==> config.mk <==
export PLATFORM = sky130hd
export DESIGN_NAME = byte_stuffed_frame_receiver
export DESIGN_NICKNAME = d
export VERILOG_FILES = /design/src/rtl/fsr_pkg.sv /design/src/rtl/fsr_store.sv /design/src/rtl/fsr_ctrl.sv /design/src/rtl/fsr_out.sv /design/src/rtl/byte_stuffed_frame_receiver.sv
export SDC_FILE = /design/constraint.sdc
export NUM_CORES = 1
export LEC_CHECK = 0
export BUFFER_PORTS_ARGS = -buffer_cell sky130_fd_sc_hd__buf_2
export CAP_MARGIN = 20
export CORE_ASPECT_RATIO = 0.6
export CORE_MARGIN = 4
export CORE_UTILIZATION = 60
export DETAILED_ROUTE_END_ITERATION = 8
export PLACE_DENSITY_LB_ADDON = 0.3
export SETUP_SLACK_MARGIN = 0.3
export SLEW_MARGIN = 15
export SYNTH_ARGS = -nofsm -noshare
export SYNTH_HDL_FRONTEND = slang
export SYNTH_HIERARCHICAL = 1
export SYNTH_SLANG_ARGS = --single-unit
==> constraint.sdc <==
create_clock -name clk_i -period 16.5 [get_ports clk_i]
set_input_delay 1.65 -clock clk_i [delete_from_list [all_inputs] [get_ports clk_i]]
set_output_delay 1.65 -clock clk_i [all_outputs]
set_load 0.1 [all_outputs]
==> src/rtl/fsr_pkg.sv <==
// ----------------------------------------------------------------------------
// fsr_pkg
// shared types and constants of the byte stuffed frame receiver
// ----------------------------------------------------------------------------
`default_nettype none

package fsr_pkg;

  localparam int unsigned FRAME_CAPACITY_DEF = 128;

  localparam int unsigned BYTE_W = 8;
  localparam int unsigned CMD_W  = 2;
  localparam int unsigned IDX_W  = 7;
  localparam int unsigned LEN_W  = 8;

  localparam logic [BYTE_W-1:0] BYTE_ESCAPE = 8'h7D;
  localparam logic [BYTE_W-1:0] BYTE_START  = 8'h7E;
  localparam logic [BYTE_W-1:0] BYTE_END    = 8'h7F;
  localparam logic [BYTE_W-1:0] ESCAPE_XOR  = 8'h20;

  typedef enum logic [1:0] {
    PH_IDLE = 2'd0,
    PH_IN   = 2'd1,
    PH_ESC  = 2'd2,
    PH_DONE = 2'd3
  } phase_e;

  typedef enum logic [CMD_W-1:0] {
    CMD_LINE = 2'd0,
    CMD_READ = 2'd1,
    CMD_DROP = 2'd2
  } cmd_e;

  // per word result known at accept time, read data follows from the store
  typedef struct packed {
    logic              frame_ready;
    logic [LEN_W-1:0]  frame_length;
    logic              hit;
  } result_t;

endpackage

`default_nettype wire

==> src/rtl/fsr_store.sv <==
// ----------------------------------------------------------------------------
// fsr_store
// frame store, one write port and one read port, registered read data
// ----------------------------------------------------------------------------
`default_nettype none

module fsr_store #(
  parameter int unsigned FRAME_CAPACITY = fsr_pkg::FRAME_CAPACITY_DEF,
  localparam int unsigned AW = (FRAME_CAPACITY > 1) ? $clog2(FRAME_CAPACITY) : 1
) (
  input  wire logic                      clk_i,
  input  wire logic                      we_i,
  input  wire logic [AW-1:0]             waddr_i,
  input  wire logic [fsr_pkg::BYTE_W-1:0] wdata_i,
  input  wire logic                      re_i,
  input  wire logic [AW-1:0]             raddr_i,
  output logic      [fsr_pkg::BYTE_W-1:0] rdata_o
);
  import fsr_pkg::*;

  logic [BYTE_W-1:0] mem [FRAME_CAPACITY];
  logic [BYTE_W-1:0] rdata_q;

  always_ff @(posedge clk_i) begin
    if (we_i) begin
      mem[waddr_i] <= wdata_i;
    end
  end

  // read data holds until the next read
  always_ff @(posedge clk_i) begin
    if (re_i) begin
      rdata_q <= mem[raddr_i];
    end
  end

  assign rdata_o = rdata_q;

endmodule

`default_nettype wire

==> src/rtl/fsr_ctrl.sv <==
// ----------------------------------------------------------------------------
// fsr_ctrl
// deframing phase, byte count and store access for each accepted word
// ----------------------------------------------------------------------------
`default_nettype none

module fsr_ctrl #(
  parameter int unsigned FRAME_CAPACITY = fsr_pkg::FRAME_CAPACITY_DEF,
  localparam int unsigned AW = (FRAME_CAPACITY > 1) ? $clog2(FRAME_CAPACITY) : 1
) (
  input  wire logic                       clk_i,
  input  wire logic                       rst_ni,
  input  wire logic                       accept_i,
  input  wire logic [fsr_pkg::CMD_W-1:0]  cmd_i,
  input  wire logic [fsr_pkg::BYTE_W-1:0] rx_byte_i,
  input  wire logic [fsr_pkg::IDX_W-1:0]  read_index_i,
  output logic                            we_o,
  output logic      [AW-1:0]              waddr_o,
  output logic      [fsr_pkg::BYTE_W-1:0] wdata_o,
  output logic                            re_o,
  output logic      [AW-1:0]              raddr_o,
  output fsr_pkg::result_t                res_o
);
  import fsr_pkg::*;

  localparam int unsigned CNT_W = $clog2(FRAME_CAPACITY + 1);
  localparam int unsigned CMP_W = (CNT_W > IDX_W) ? CNT_W : IDX_W;

  phase_e             phase_q, phase_d;
  logic [CNT_W-1:0]   count_q, count_d;
  logic               is_line, is_read, is_drop;
  logic               is_start, is_end, is_esc;
  logic               keep;
  logic               full;
  logic [CMP_W-1:0]   idx_ext, cnt_ext;
  logic [CNT_W+LEN_W-1:0] len_ext;

  assign is_line  = accept_i && (cmd_i == CMD_LINE);
  assign is_read  = accept_i && (cmd_i == CMD_READ);
  assign is_drop  = accept_i && (cmd_i == CMD_DROP);
  assign is_start = (rx_byte_i == BYTE_START);
  assign is_end   = (rx_byte_i == BYTE_END);
  assign is_esc   = (rx_byte_i == BYTE_ESCAPE);
  assign full     = (count_q == CNT_W'(FRAME_CAPACITY));

  // next phase
  always_comb begin
    phase_d = phase_q;
    if (is_drop) begin
      phase_d = PH_IDLE;
    end else if (is_line) begin
      case (phase_q)
        PH_IDLE: begin
          if (is_start) phase_d = PH_IN;
        end
        PH_IN: begin
          if (is_end) begin
            phase_d = PH_DONE;
          end else if (is_esc) begin
            phase_d = PH_ESC;
          end
        end
        PH_ESC: begin
          if (is_end) begin
            phase_d = PH_DONE;
          end else begin
            phase_d = PH_IN;
          end
        end
        default: begin
          phase_d = phase_q;
        end
      endcase
    end
  end

  // count and store write
  always_comb begin
    count_d = count_q;
    keep    = 1'b0;
    wdata_o = rx_byte_i;
    if (is_drop) begin
      count_d = '0;
    end else if (is_line) begin
      case (phase_q)
        PH_IDLE: begin
          if (is_start) count_d = '0;
        end
        PH_IN: begin
          if (is_start) begin
            count_d = '0;
          end else if (!is_end && !is_esc) begin
            keep = 1'b1;
          end
        end
        PH_ESC: begin
          if (is_start) begin
            count_d = '0;
          end else if (!is_end) begin
            keep    = 1'b1;
            wdata_o = rx_byte_i ^ ESCAPE_XOR;
          end
        end
        default: begin
          keep = 1'b0;
        end
      endcase
    end
    // bytes past capacity are dropped
    we_o = keep && !full;
    if (we_o) begin
      count_d = count_q + CNT_W'(1);
    end
  end

  assign waddr_o = count_q[AW-1:0];

  assign idx_ext = CMP_W'(read_index_i);
  assign cnt_ext = CMP_W'(count_q);
  assign re_o    = is_read;
  assign raddr_o = idx_ext[AW-1:0];

  assign len_ext = (CNT_W+LEN_W)'(count_d);

  always_comb begin
    res_o.frame_ready  = (phase_d == PH_DONE);
    res_o.frame_length = len_ext[LEN_W-1:0];
    // count never exceeds capacity, so this also bounds the address
    res_o.hit          = is_read && (idx_ext < cnt_ext);
  end

  always_ff @(posedge clk_i or negedge rst_ni) begin
    if (!rst_ni) begin
      phase_q <= PH_IDLE;
      count_q <= '0;
    end else begin
      phase_q <= phase_d;
      count_q <= count_d;
    end
  end

endmodule

`default_nettype wire

==> src/rtl/fsr_out.sv <==
// ----------------------------------------------------------------------------
// fsr_out
// handshake, read wait stage and output register
// ----------------------------------------------------------------------------
`default_nettype none

module fsr_out (
  input  wire logic                       clk_i,
  input  wire logic                       rst_ni,
  input  wire logic                       in_valid_i,
  output logic                            in_stall_o,
  output logic                            accept_o,
  input  wire fsr_pkg::result_t           res_i,
  input  wire logic [fsr_pkg::BYTE_W-1:0] rdata_i,
  output logic                            out_valid_o,
  input  wire logic                       out_stall_i,
  output logic                            frame_ready_o,
  output logic      [fsr_pkg::LEN_W-1:0]  frame_length_o,
  output logic      [fsr_pkg::BYTE_W-1:0] read_data_o
);
  import fsr_pkg::*;

  logic              s1_valid_q, s1_valid_d;
  result_t           s1_res_q;
  logic              out_valid_q, out_valid_d;
  logic              out_ready_q;
  logic [LEN_W-1:0]  out_length_q;
  logic [BYTE_W-1:0] out_data_q;
  logic              s1_adv;

  // the wait stage moves on whenever the output register is free or drains
  assign s1_adv     = s1_valid_q && (!out_valid_q || !out_stall_i);
  assign in_stall_o = s1_valid_q && !s1_adv;
  assign accept_o   = in_valid_i && !in_stall_o;

  always_comb begin
    s1_valid_d  = accept_o || (s1_valid_q && !s1_adv);
    out_valid_d = s1_adv || (out_valid_q && out_stall_i);
  end

  always_ff @(posedge clk_i or negedge rst_ni) begin
    if (!rst_ni) begin
      s1_valid_q  <= 1'b0;
      out_valid_q <= 1'b0;
    end else begin
      s1_valid_q  <= s1_valid_d;
      out_valid_q <= out_valid_d;
    end
  end

  always_ff @(posedge clk_i) begin
    if (accept_o) begin
      s1_res_q <= res_i;
    end
  end

  // store data is held until the next read, which only comes with a new accept
  always_ff @(posedge clk_i) begin
    if (s1_adv) begin
      out_ready_q  <= s1_res_q.frame_ready;
      out_length_q <= s1_res_q.frame_length;
      out_data_q   <= s1_res_q.hit ? rdata_i : '0;
    end
  end

  assign out_valid_o    = out_valid_q;
  assign frame_ready_o  = out_ready_q;
  assign frame_length_o = out_length_q;
  assign read_data_o    = out_data_q;

endmodule

`default_nettype wire

==> src/rtl/byte_stuffed_frame_receiver.sv <==
// ----------------------------------------------------------------------------
// byte_stuffed_frame_receiver
// deframes a flag delimited, escape stuffed byte stream into a frame store
// ----------------------------------------------------------------------------
// usage
//   input channel: in_valid_i / in_stall_o with cmd_i, rx_byte_i, read_index_i;
//   a word is taken at a rising edge with in_valid_i high and in_stall_o low.
//   cmd line byte feeds the deframer, cmd read returns a stored byte, cmd drop
//   releases the held frame and returns to idle.
//   output channel: out_valid_o / out_stall_i with frame_ready_o,
//   frame_length_o and read_data_o; exactly one result word per input word.
//   path: after its word is taken, a result passes the synchronous store read
//   and the wait stage, then the output register.
//   throughput: one word per cycle while in_stall_o is low; phase and count
//   live in flops, and each word makes at most one store write or one read.
//   stall: a wait stage plus the output register hold two results, so one
//   more word is taken while a result sits stalled; then in_stall_o rises.
//   reset: phase idle, count zero, both stages empty; store contents are
//   left as they are and are only returned below the current count.
// ----------------------------------------------------------------------------
`default_nettype none

module byte_stuffed_frame_receiver #(
  parameter int unsigned FRAME_CAPACITY = fsr_pkg::FRAME_CAPACITY_DEF
) (
  input  wire logic                       clk_i,
  input  wire logic                       rst_ni,
  input  wire logic                       in_valid_i,
  output logic                            in_stall_o,
  input  wire logic [fsr_pkg::CMD_W-1:0]  cmd_i,
  input  wire logic [fsr_pkg::BYTE_W-1:0] rx_byte_i,
  input  wire logic [fsr_pkg::IDX_W-1:0]  read_index_i,
  output logic                            out_valid_o,
  input  wire logic                       out_stall_i,
  output logic                            frame_ready_o,
  output logic      [fsr_pkg::LEN_W-1:0]  frame_length_o,
  output logic      [fsr_pkg::BYTE_W-1:0] read_data_o
);
  import fsr_pkg::*;

  localparam int unsigned AW = (FRAME_CAPACITY > 1) ? $clog2(FRAME_CAPACITY) : 1;

  logic              accept;
  logic              we, re;
  logic [AW-1:0]     waddr, raddr;
  logic [BYTE_W-1:0] wdata, rdata;
  result_t           res;

  fsr_ctrl #(
    .FRAME_CAPACITY(FRAME_CAPACITY)
  ) u_ctrl (
    .clk_i       (clk_i),
    .rst_ni      (rst_ni),
    .accept_i    (accept),
    .cmd_i       (cmd_i),
    .rx_byte_i   (rx_byte_i),
    .read_index_i(read_index_i),
    .we_o        (we),
    .waddr_o     (waddr),
    .wdata_o     (wdata),
    .re_o        (re),
    .raddr_o     (raddr),
    .res_o       (res)
  );

  fsr_store #(
    .FRAME_CAPACITY(FRAME_CAPACITY)
  ) u_store (
    .clk_i  (clk_i),
    .we_i   (we),
    .waddr_i(waddr),
    .wdata_i(wdata),
    .re_i   (re),
    .raddr_i(raddr),
    .rdata_o(rdata)
  );

  fsr_out u_out (
    .clk_i         (clk_i),
    .rst_ni        (rst_ni),
    .in_valid_i    (in_valid_i),
    .in_stall_o    (in_stall_o),
    .accept_o      (accept),
    .res_i         (res),
    .rdata_i       (rdata),
    .out_valid_o   (out_valid_o),
    .out_stall_i   (out_stall_i),
    .frame_ready_o (frame_ready_o),
    .frame_length_o(frame_length_o),
    .read_data_o   (read_data_o)
  );

endmodule

`default_nettype wire

==> out/qor.csv <==
stage;metric;value;unit
finish;final core occ;0.670;
worst_setup_path;cell mode on critical path;mux4_2;
drt;DR iter-0 viols;3490;
flow_run;MaxCap Viol Count;0;
timing;setup TNS;0;ns
global_routing;Total GRT Usage;0.271;
yosys;YS warnings;6;
cts;Reg clk slew, reported paths;0.07;ns
yosys;library cells used by synthesis;49;
drt;drt first pass iters;7;
floorplanning;Die Width;349;um
timing;Least-Margin Pin Slew;1.13;ns
global_routing;global-route wire length before repair;142000;um
cts;CTS tree;yes;
yosys;Post-synth ARST share;0.0112;
drt;routed len/inst;34.5;um
finish;Design Area, Final;45900;sq um
outcome;status;completed;
timing;RSZ-0062 raised after global routing;false;
cts;CTS Root Cell;clkbuf_16;
yosys;Post-Syn Area;41800;sq um
worst_setup_path;Worst setup EP type;flip-flop;
cts;clk buf depth;3;
timing;relative slew slack;0.242;
floorplanning;die extent in y;212;um
cts;post-cts resize count;0;
timing;Fmax;0.184;GHz
finish;Final #Nets;1888;
worst_setup_path;Worst EP arrival;5.84;ns
global_routing;largest net degree at the start of global routing;147;
floorplanning;core footprint;68500;sq um
timing;# setup viols final;0;
power;Max VDD drop;0.0980;mV
drt;vias per cell;7.03;
power;Pleak;14.1;nW
yosys;syn nets;1832;
power;power per cell area;119;nW/um^2
worst_setup_path;worst-path fanout max;102;
timing;final hold vios;0;
yosys;Avg Cell Area, Syn;23.2;sq um
drt;DR vias;19977;
floorplanning;initial core utilization;0.610;
cts;clock sink count;1071;
placed_design;gpl congestion;0.829;
min_path;Hold Crit Class;flip-flop to flip-flop;
worst_setup_path;Critical Path RT;16.91;ns
placed_design;dpl ws;10.26;ns
cts;hold_buf cts;0;
placed_design;port bufs;39;
timing;Fin Clk Skew;0.0289;ns
global_routing;GR Overflow Total;0;
yosys;sequential area share after synthesis;0.769;
yosys;number of synthesized register bits;1071;
drt;final WL;98100;um
cts;Skew-Pair Late Insertion Delay;0.67;ns
cts;Num CTS Buffers;90;
global_routing;initial antenna violation count;9;
placed_design;Post-DP Area;42900;sq um
worst_setup_path;Worst Setup Start Kind;primary input;
floorplanning;# rows;74;
worst_setup_path;crit path kind;primary input to flip-flop;
floorplanning;IO Count;40;
timing;final-report max-slew violation count;0;
yosys;predominant post-synthesis flop cell;edfxtp_1;
cts;depth of the CTS H-tree;3;
worst_setup_path;worst-path cell chain;buf_8 > buf_12 > buf_4 > mux4_2 > mux4_2 > mux4_2 > mux2_2;
yosys;Mapped Cells;1799;
worst_setup_path;largest stage delay on the critical path;0.83;ns
timing;WHS;0.416;ns
yosys;number of enable flip-flop cells after synthesis;1059;
finish;layout cell share with drive strength beyond 1;0.295;
placed_design;dpl hpwl;57800;um
finish;area grow syn2layout;9.96;%
timing;worst setup margin;11.06;ns
floorplanning;die area;74000;sq um
global_routing;vias in the first global route;19391;
worst_setup_path;Slowest-stage cell, CP;buf_4;
timing;crit share post-route;0.329;
drt;DRC viols;0;
cts;post-CTS setup buffer count;0;
timing;min cycle time layout;5.44;ns
drt;post-route ant nets;0;
-- flip-flops by register name, indices dropped and copies added, names as in the netlist --
| name | flops |
|---|---|
| u_ctrl/phase_q | 2 |
| u_out/out_valid_o | 1 |
| u_store/rdata_o | 8 |
| u_ctrl/cnt_ext | 8 |
| u_out/frame_length_o | 8 |
| u_out/s1_res_q | 10 |
| u_out/read_data_o | 8 |
| u_store/mem | 1024 |
| u_out/s1_valid_q | 1 |
| u_out/frame_ready_o | 1 |
-- kinds of logic after synthesis --
logic type | share of synthesized area
compound gates | 0.00473
simple gates | 0.0238
fa+ha+maj | 0.00359
buf+inv | 0.0149
flops | 0.769
mux | 0.184
-- cell usage after synthesis (2+ instances only) --
cell,n,area share
a21o_1,2,0.00036
a21oi_1,4,0.00048
and2_1,9,0.0013
buf_1,18,0.0016
buf_2,15,0.0018
buf_4,32,0.0058
buf_6,2,0.00054
clkbuf_1,44,0.0040
dfrtp_1,12,0.0072
edfxtp_1,1059,0.76
ha_1,12,0.0036
inv_1,14,0.0013
mux2_2,8,0.0022
mux2i_1,4,0.00096
mux4_2,336,0.18
nand2_1,18,0.0016
nand2b_1,5,0.00075
nand3_1,17,0.0020
nand4_1,5,0.00075
nor2_1,131,0.012
nor2b_1,8,0.0012
nor3_1,12,0.0014
nor4_1,2,0.00030
o211ai_1,2,0.00036
o21ai_1,2,0.00024
o31ai_1,3,0.00054
-- final cells by class --
type	count	area [sq um]
inverters	14	52.6
repair buffers	75	594
diodes	2	5.00
flip-flops and latches	1071	32100
clock inverters	59	596
well taps	912	1140
clock buffers	106	2330
fillers	4128	22600
multi-input cells	603	9100
-- cells in the final DEF, fill, tap and decap left out, drive strengths merged, types with 4 or more instances in the layout --
master	Yosys	routed
dfrtp	12	12
clkbuf	44	106
nor3	12	12
nor2	131	131
mux2	8	8
bufinv	0	11
nand4	6	6
clkinv	0	40
and2	9	9
mux2i	4	4
nand3	18	18
nand2	18	18
nand2b	5	5
buf	67	75
a21oi	4	4
ha	12	12
inv	14	19
edfxtp	1059	1059
mux4	336	336
nor2b	8	8
-- per-layer routing --
| layer | track usage | up-vias | routed length [um] |
|---|---|---|---|
| met5 | 0 | - | 27 |
| met4 | 0.0535 | 4 | 1770 |
| met3 | 0.0875 | 146 | 15100 |
| met2 | 0.372 | 1513 | 42300 |
| met1 | 0.439 | 10593 | 39000 |
| li1 | - | 7721 | - |
-- critical path: cells and delay by family --
family | cells | cell delay, ns
buf+inv | 3 | 2.03
mux | 4 | 2.02
-- path summary, 6_finish.rpt --
path / from / end / slack (ns) / cells after the start
max in group asynchronous: rst_ni / u_ctrl/cnt_ext[1] / 15.37 / 1
hold reg to reg: u_out/s1_res_q[5] / u_out/frame_length_o[4] / 0.42 / 0
setup / recovery: read_index_i[0] / u_store/rdata_o[6] / 11.06 / 7
min in group asynchronous: rst_ni / u_ctrl/cnt_ext[2] / 0.88 / 1
setup reg to reg: u_ctrl/cnt_ext[1] / u_store/mem[36][3] / 11.93 / 9
hold / removal: u_out/s1_res_q[5] / u_out/frame_length_o[4] / 0.42 / 0
-- metrics by stage --
stage,power [W],cells
floorplan,0.00325,1799
global placement,0.00334,2665
detailed placement,0.00335,2668
CTS,0.00546,2833
global route,0.00560,2840
finish,0.00544,2842
-- power by group --
part	internal, W	switching [W]
sequential	0.00300	0.00000417
combinational	0.000106	0.000186
clock	0.00119	0.000963
total	0.00429	0.00115
(Power assumes the default switching activity.)
